===== config.mk =====
export PLATFORM = sky130hd
export DESIGN_NAME = sorted_priority_queue
export DESIGN_NICKNAME = d
export VERILOG_FILES = /design/src/rtl/core/spq_pkg.sv /design/src/rtl/core/spq_ctrl.sv /design/src/rtl/core/spq_dpath.sv /design/src/rtl/core/sorted_priority_queue.sv
export SDC_FILE = /design/constraint.sdc
export NUM_CORES = 1
export LEC_CHECK = 0
export ABC_AREA = 1
export BUFFER_PORTS_ARGS = -buffer_cell sky130_fd_sc_hd__buf_2
export CORE_ASPECT_RATIO = 1.1
export CORE_UTILIZATION = 60
export DETAILED_ROUTE_END_ITERATION = 16
export HOLD_SLACK_MARGIN = 0.02
export PLACE_DENSITY = 0.75
export SLEW_MARGIN = 20
export SYNTH_ARGS = -nofsm -noshare
export SYNTH_HDL_FRONTEND = slang
export SYNTH_SLANG_ARGS = --single-unit

===== constraint.sdc =====
create_clock -name i_clk -period 3.9 [get_ports i_clk]
set_input_delay 0.195 -clock i_clk [delete_from_list [all_inputs] [get_ports i_clk]]
set_output_delay 0.195 -clock i_clk [all_outputs]
set_load 0.01 [all_outputs]

===== src/rtl/core/spq_pkg.sv =====
// Package for the sorted priority queue: sizes, the datapath operation codes
// and the command and status structs between controller and datapath.
// No dependencies.
`default_nettype none

package spq_pkg;

    localparam int CAPACITY   = 16;
    localparam int KEY_WIDTH  = 16;
    localparam int FILL_WIDTH = $clog2(CAPACITY + 1);

    typedef enum logic [2:0] {
        OP_NONE,
        OP_INSERT,
        OP_REMOVE,
        OP_DROP,
        OP_EMPTY
    } t_op;

    typedef struct packed {
        logic load;
        t_op  op;
    } t_cmd;

    typedef struct packed {
        logic is_dequeue;
        logic empty;
        logic full;
    } t_status;

endpackage

`default_nettype wire


===== src/rtl/core/spq_ctrl.sv =====
// Controller of the sorted priority queue: takes a transaction, then picks
// the datapath operation from the latched action and the fill status.
// Depends on spq_pkg.
`default_nettype none

module spq_ctrl (
    input  wire               i_clk,
    input  wire               i_rst_n,
    input  wire               start,
    output logic              busy,
    input  spq_pkg::t_status  i_status,
    output spq_pkg::t_cmd     o_cmd
);

    typedef enum logic {
        S_IDLE,
        S_EXEC
    } t_state;

    t_state r_state;
    logic   r_busy;

    always_ff @(posedge i_clk) begin
        if (!i_rst_n) begin
            r_state <= S_IDLE;
            r_busy  <= 1'b0;
        end else begin
            case (r_state)
                S_IDLE: begin
                    if (start) begin
                        r_state <= S_EXEC;
                        r_busy  <= 1'b1;
                    end
                end
                S_EXEC: begin
                    r_state <= S_IDLE;
                    r_busy  <= 1'b0;
                end
                default: begin
                    r_state <= S_IDLE;
                    r_busy  <= 1'b0;
                end
            endcase
        end
    end

    always_comb begin
        o_cmd.load = (r_state == S_IDLE) && start;
        o_cmd.op   = spq_pkg::OP_NONE;
        if (r_state == S_EXEC) begin
            if (i_status.is_dequeue) begin
                o_cmd.op = i_status.empty ? spq_pkg::OP_EMPTY : spq_pkg::OP_REMOVE;
            end else begin
                o_cmd.op = i_status.full ? spq_pkg::OP_DROP : spq_pkg::OP_INSERT;
            end
        end
    end

    assign busy = r_busy;

`ifndef NO_ASSERTIONS
    a_load_then_exec: assert property (@(posedge i_clk) disable iff (!i_rst_n)
        o_cmd.load |=> (o_cmd.op != spq_pkg::OP_NONE))
        else $error("accepted transaction was not executed in the next cycle");
    a_no_load_when_busy: assert property (@(posedge i_clk) disable iff (!i_rst_n)
        busy |-> !o_cmd.load)
        else $error("transaction loaded while busy");
    a_busy_one_cycle: assert property (@(posedge i_clk) disable iff (!i_rst_n)
        busy |=> !busy)
        else $error("busy held longer than one cycle");
`endif

endmodule

`default_nettype wire


===== src/rtl/core/spq_dpath.sv =====
// Datapath of the sorted priority queue: a row of compare-and-shift cells
// holding the keys in ascending order, the fill counter and the result registers.
// Depends on spq_pkg.
`default_nettype none

module spq_dpath (
    input  wire                                     i_clk,
    input  wire                                     i_rst_n,
    input  spq_pkg::t_cmd                           i_cmd,
    output spq_pkg::t_status                        o_status,
    input  wire                                     i_action,
    input  wire signed [spq_pkg::KEY_WIDTH-1:0]     i_key_in,
    output logic                                    o_done,
    output logic signed [spq_pkg::KEY_WIDTH-1:0]    o_key_out,
    output logic                                    o_key_valid,
    output logic                                    o_underflow,
    output logic                                    o_overflow,
    output logic [spq_pkg::FILL_WIDTH-1:0]          o_fill_level
);

    logic                                   r_action;
    logic signed [spq_pkg::KEY_WIDTH-1:0]   r_key;
    logic signed [spq_pkg::KEY_WIDTH-1:0]   r_cells [spq_pkg::CAPACITY];
    logic signed [spq_pkg::KEY_WIDTH-1:0]   n_cells [spq_pkg::CAPACITY];
    logic [spq_pkg::FILL_WIDTH-1:0]         r_count;
    logic [spq_pkg::CAPACITY-1:0]           w_le;
    logic                                   r_done;
    logic signed [spq_pkg::KEY_WIDTH-1:0]   r_key_out;
    logic                                   r_key_valid;
    logic                                   r_underflow;
    logic                                   r_overflow;

    // A cell whose stored key is less than or equal to the new key stays put;
    // the first cell that is not takes the new key, and the rest shift up.
    for (genvar g = 0; g < spq_pkg::CAPACITY; g++) begin : g_cell
        assign w_le[g] = (r_count > spq_pkg::FILL_WIDTH'(g)) && (r_cells[g] <= r_key);

        always_comb begin
            n_cells[g] = r_cells[g];
            if (i_cmd.op == spq_pkg::OP_INSERT) begin
                if (!w_le[g]) begin
                    if (g == 0) begin
                        n_cells[g] = r_key;
                    end else if (w_le[(g == 0) ? 0 : g - 1]) begin
                        n_cells[g] = r_key;
                    end else begin
                        n_cells[g] = r_cells[(g == 0) ? 0 : g - 1];
                    end
                end
            end else if (i_cmd.op == spq_pkg::OP_REMOVE) begin
                if (g < spq_pkg::CAPACITY - 1) begin
                    n_cells[g] = r_cells[(g < spq_pkg::CAPACITY - 1) ? g + 1 : g];
                end
            end
        end

        always_ff @(posedge i_clk) begin
            r_cells[g] <= n_cells[g];
        end
    end

    always_ff @(posedge i_clk) begin
        if (i_cmd.load) begin
            r_action <= i_action;
            r_key    <= i_key_in;
        end
        r_key_out <= (i_cmd.op == spq_pkg::OP_REMOVE) ? r_cells[0] : '0;
    end

    always_ff @(posedge i_clk) begin
        if (!i_rst_n) begin
            r_count     <= '0;
            r_done      <= 1'b0;
            r_key_valid <= 1'b0;
            r_underflow <= 1'b0;
            r_overflow  <= 1'b0;
        end else begin
            r_done      <= (i_cmd.op != spq_pkg::OP_NONE);
            r_key_valid <= (i_cmd.op == spq_pkg::OP_REMOVE);
            r_underflow <= (i_cmd.op == spq_pkg::OP_EMPTY);
            r_overflow  <= (i_cmd.op == spq_pkg::OP_DROP);
            case (i_cmd.op)
                spq_pkg::OP_INSERT: r_count <= r_count + 1'b1;
                spq_pkg::OP_REMOVE: r_count <= r_count - 1'b1;
                default:            r_count <= r_count;
            endcase
        end
    end

    assign o_status.is_dequeue = r_action;
    assign o_status.empty      = (r_count == '0);
    assign o_status.full       = (r_count == spq_pkg::FILL_WIDTH'(spq_pkg::CAPACITY));

    assign o_done       = r_done;
    assign o_key_out    = r_key_out;
    assign o_key_valid  = r_key_valid;
    assign o_underflow  = r_underflow;
    assign o_overflow   = r_overflow;
    assign o_fill_level = r_count;

`ifndef NO_ASSERTIONS
    a_count_bound: assert property (@(posedge i_clk) disable iff (!i_rst_n)
        r_count <= spq_pkg::FILL_WIDTH'(spq_pkg::CAPACITY))
        else $error("fill count above capacity");
    a_one_outcome: assert property (@(posedge i_clk) disable iff (!i_rst_n)
        r_done |-> $onehot0({r_key_valid, r_underflow, r_overflow}))
        else $error("more than one outcome flag in a result");
    a_remove_count: assert property (@(posedge i_clk) disable iff (!i_rst_n)
        (i_cmd.op == spq_pkg::OP_REMOVE) |=> (r_count == $past(r_count) - 1'b1))
        else $error("dequeue did not lower the fill count by one");
    a_underflow_empty: assert property (@(posedge i_clk) disable iff (!i_rst_n)
        r_underflow |-> (r_count == '0))
        else $error("underflow reported with keys stored");
`endif

endmodule

`default_nettype wire


===== src/rtl/core/sorted_priority_queue.sv =====
// Min-first priority queue over a row of sorted compare-and-shift cells.
// A transaction is latched on acceptance, executed in the controller's EXEC
// state, and its result strobe o_done is registered from that execution;
// busy is high while the controller is in EXEC, during which no new
// transaction is taken. The receiver cannot stall the result.
// Synchronous active-low reset empties the queue; stored keys are not cleared.
`default_nettype none

module sorted_priority_queue (
    input  wire                                     i_clk,
    input  wire                                     i_rst_n,
    input  wire                                     start,
    output logic                                    busy,
    input  wire                                     i_action,
    input  wire signed [spq_pkg::KEY_WIDTH-1:0]     i_key_in,
    output logic                                    o_done,
    output logic signed [spq_pkg::KEY_WIDTH-1:0]    o_key_out,
    output logic                                    o_key_valid,
    output logic                                    o_underflow,
    output logic                                    o_overflow,
    output logic [spq_pkg::FILL_WIDTH-1:0]          o_fill_level
);

    spq_pkg::t_cmd    w_cmd;
    spq_pkg::t_status w_status;

    spq_ctrl u_ctrl (
        .i_clk    (i_clk),
        .i_rst_n  (i_rst_n),
        .start    (start),
        .busy     (busy),
        .i_status (w_status),
        .o_cmd    (w_cmd)
    );

    spq_dpath u_dpath (
        .i_clk        (i_clk),
        .i_rst_n      (i_rst_n),
        .i_cmd        (w_cmd),
        .o_status     (w_status),
        .i_action     (i_action),
        .i_key_in     (i_key_in),
        .o_done       (o_done),
        .o_key_out    (o_key_out),
        .o_key_valid  (o_key_valid),
        .o_underflow  (o_underflow),
        .o_overflow   (o_overflow),
        .o_fill_level (o_fill_level)
    );

endmodule

`default_nettype wire


======== Word level (Yosys, flattened, before mapping) ========
Memories as Yosys holds them, arrays and structs flattened.
Index checks and enable logic that the tools add are counted.
storage, ports and cells
  bits in registers ....................... 44
  RAM bits ................................ 256
  output and inout bits ................... 26
  word-level logic and storage cells ...... 143
  memories ................................ 1
memories
  name             words  width  read ports  clocked after Yosys merged registers in  write ports  line             RTL
  u_dpath.r_cells  16     16     16          0                                        16           spq_dpath.sv:23  logic signed [spq_pkg::KEY_WIDTH-1:0] r_cells [spq_pkg::CAPACITY];
cells by class
  $add $sub $neg .......................... 2
  $lt $le $gt $ge ......................... 32
  equal/unequal tests ..................... 6
  multiplexer cells ....................... 71
  bitwise logic cells ..................... 1
  reduce and logical (&&, ||, !) cells .... 20
operators by type and width
  kind                 count
  $mux 16              62
  $le 16x16->1         16
  $gt 5x4->1 const B   8
  $gt 5x3->1 const B   4
  $logic_and 1x1->1    17
  $gt 5x1->1 const B   2
  $gt 5x2->1 const B   2
  $pmux 5 s2           1
  $mux 3               3
  $eq 3x2->1 const B   2
  $add 5x1->5 const B  1
  $eq 5x5->1 const B   1
  $logic_not 5->1      1
  $sub 5x1->5 const B  1
  $pmux 1 s2           2
  $eq 3x1->1 const B   1
  $eq 3x3->1 const B   1
  $reduce_bool 3->1    1
  $mux 1               2
  $mux 2               1
  $ne 2x2->1 const B   1
  $reduce_bool 2->1    1
  $not 1->1            1

======== Longest topological paths before layout ========
  word-level depth ........................ 7
  depth in mapped cells ................... 19
  gate-level depth less buffers ........... 18

======== Cells and area by module ========
A second synthesis with hierarchy kept.
unflattened totals
  cell total of the unflattened synthesis .. 2881
  area total of the unflattened synthesis .. 21465.6 um^2
modules (own cells, without submodules)
  module     times used  cells each  area each (um^2)  sequential area each (um^2)
  spq_dpath  1           2866        21374.2           8698.3
  spq_ctrl   1           15          91.3              40.0

======== Worst setup path after synthesis ========
OpenSTA, ideal clock, no wires.
  path type ............................... register to register
  from .................................... register, netlist name u_dpath.r_key[5]
  to ...................................... memory u_dpath.r_cells[14][0] (netlist name) (enable)
  library setup time ...................... 0.399 ns
  data arrival time ....................... 2.550 ns
  required time ........................... 3.501 ns
  slack ................................... 0.951 ns
  stages on the path, launching flop included .. 12
  buffers on the path ..................... 0
  path through ............................ edfxtp_1 > inv_1 > ha_1 > a21oi_1 > nor2_1 > nor3_1 > nand2_1 > nand2_1 > nand2_1 > nand2_1 > nand3_1 > a31oi_1
RTL lines
  what           line
  end, declared  spq_dpath.sv:23

==> metrics <==
outcome=completed; IO Port Bufs=45; syn avg cell area=roughly 7.5 um^2; hold_ws=approximately 0.37 ns; Max Root-Sink Buffers=3; Critical Path Sink Type=flip-flop; sequential share of the synthesized area=40.1%; worst min-delay path class=in -> reg; GRT overflow=0; cts bufs inserted=35; die width=roughly 180 um; row cnt=72; vias in the first global route=~19k; Die Area=between 0.03 and 0.04 mm^2; Final setup violation count=0; H-tree depth=2; largest net degree at the start of global routing=100; Synth area leaders=edfxtp_1, nand2_1, ha_1, inv_1, dfxtp_1; relative slew slack=22.6%; CTS-repair resized insts=0; Starting Density=around 61%; die height=around 200 um; highest clock rate=between 0.2 and 0.3 GHz; layout cells sized above 1=roughly 6.7%; RSZ-0062 raised after global routing=no; synth warn=0; setup ws final=approximately 0.48 ns; library cells used by synthesis=33; Power Dens Cells=about 370 mW/mm^2; FILL cells=approximately 3k; Post-Syn Instances=2891; Power Total=~8.7 mW; wire per inst=19.0 um; global placement routability congestion=about 1.0; DRC=0; TritonCTS clock tree=built; post-route ant nets=0; root buf cell=clkbuf_16; Clock Pin Slew Worst Setup and Hold Paths=~0.06 ns; routed wire length=66100 um; first-pass GRT wire length=103000 um; worst slew pin tran=approximately 1.2 ns; min Tclk post-route=roughly 3.4 ns; Fin Clk Skew=roughly 0.025 ns; initial antenna violation count=0; critical setup path kind=reg -> reg; fin nets=around 3.3k; Max IR drop VDD=429 uV; CORE AREA=around 0.035 mm^2; Syn Std Cell Area=around 0.022 mm^2; Final Hold Fails=0; post-layout util=between 60% and 70%; Worst Path Max Fanout=17; period utilization=approximately 88%; Vias=19.7k; post-place setup slack=between 0.6 and 0.7 ns; gr usage total=36.2%; DR iter-0 viols=2321; vias per cell=approximately 5.7; Max Cap Viol=0; post-DP HPWL=between 40000 and 50000 um; FF+latch count, synth=300; Syn Nets=between 3k and 4k; synth-to-layout area growth=9.45%; I/O pin cnt=46; P_leak=approximately 14 nW; max-slew violation count=0; CP arrival=between 3 and 4 ns; clk sink count=300; area share of the largest cell type after synthesis=roughly 38%; Synth area leader=edfxtp_1; startpoint types=flip-flop; Critical Path RT=between 4 and 5 ns; number of diodes=0; DRT Pass-1 Iters=6; worst skew pair latency=about 0.54 ns; Sum Neg Setup Slack=0 ns
cells by family after synthesis:
logic type               after synthesis  synth area share, %
AO/OA/AOI/OAI                        192                 4.79
adder cells (fa/ha/maj)              261                 15.0
buffers and inverters                436                 8.96
AND/OR/NAND/NOR                     1702                 31.2
flip-flops                           300                 40.1
through the flow:
step / cell area, um^2 / instances
5_1_grt: 23900 / 3475
3_5_place_dp: 22500 / 3394
2_1_floorplan: 21800 / 2891
4_1_cts: 23900 / 3475
6_report: 23900 / 3475
3_3_place_gp: 22500 / 3394
cells in the final DEF, fill, tap and decap left out, types with 24 or more instances in the layout:
cell       instances
nand3_1           66
nand2_2           24
inv_1            355
edfxtp_1         273
dfxtp_1           27
buf_2             45
nor3_1            25
clkbuf_16         38
nor2_1            99
o21ai_0           61
nand2_1         1440
ha_1             261
a21oi_1           97
buf_4             55
power by group:
group          internal (mW)  switching [mW]  leakage (nW)
Sequential              3.71           0.137          2.72
Combinational          0.497           0.965          10.6
Clock                   2.07            1.35         0.572
per-layer routing:
| metal | vias up | track usage (%) | wire (um) | part of all wire [%] |
|---|---|---|---|---|
| li1 | 9371 | - | - | - |
| met1 | 8999 | 50.0 | 27400 | 41 |
| met2 | 1107 | 53.7 | 27800 | 42 |
| met3 | 200 | 5.86 | 6880 | 10 |
| met4 | 0 | 20.8 | 4000 | 6.1 |
| met5 | - | 0 | 0 | 0 |
path summary, 6_finish.rpt:
path	from	end	slack, ns	cells past startpoint
min reg2reg	u_dpath.r_cells[6][0]	u_dpath.r_cells[5][0]	0.56	2
min	i_key_in[7]	u_dpath.r_key[7]	0.37	2
max reg2reg	u_dpath.r_key[0]	u_dpath.r_cells[2][13]	0.48	13
max	u_dpath.r_key[0]	u_dpath.r_cells[2][13]	0.48	13
critical path, cell delays in order (launching register included):
cell and delay, ns:
edfxtp_1 1.12, buf_4 0.37, ha_1 0.17, o21bai_1 0.07
nand3_1 0.08, nand3_1 0.09, nand2_1 0.10, nand2_1 0.06
nand2_1 0.07, nand3_1 0.10, nand2_2 0.29, nand2_4 0.21
nand2_1 0.11, buf_4 0.24
synthesized netlist by cell type (all sizes together):
library cell / number
ha: 261
nand2: 1485
o21ai: 62
or2: 1
a211oi: 1
a21o: 18
and3: 2
nand4: 21
buf: 66
o31ai: 1
nor2: 99
nand3b: 1
edfxtp: 273
nor3: 26
clkbuf: 14
clkinv: 1
a31oi: 3
nor4: 1
dfxtp: 27
o21a: 1
a21oi: 98
inv: 355
o211ai: 2
o21bai: 6
nand3: 66
repair_timing:
item	in CTS	in global routing
hold buffers	20	0
buffers inserted	0	0
hold endpoints to repair	22	0
flip-flops by register name (all words and copies together), names as in the netlist, 5 cells and up:
| name | flops |
|---|---|
| u_dpath.r_cells | 256 |
| u_dpath.o_fill_level | 5 |
| u_dpath.o_key_out | 16 |
| u_dpath.r_key | 16 |
area by class of cell:
cell class | instances | area (um^2) | share of cell area (%)
multi-input cells | 2155 | 11100 | 46.6
clock buffers | 53 | 1060 | 4.43
flip-flops and latches | 300 | 8740 | 36.6
well taps | 481 | 602 | 2.52
clock inverters | 8 | 120 | 0.504
inverters | 356 | 1340 | 5.62
repair buffers | 122 | 878 | 3.68
(Power assumes the default switching activity.)
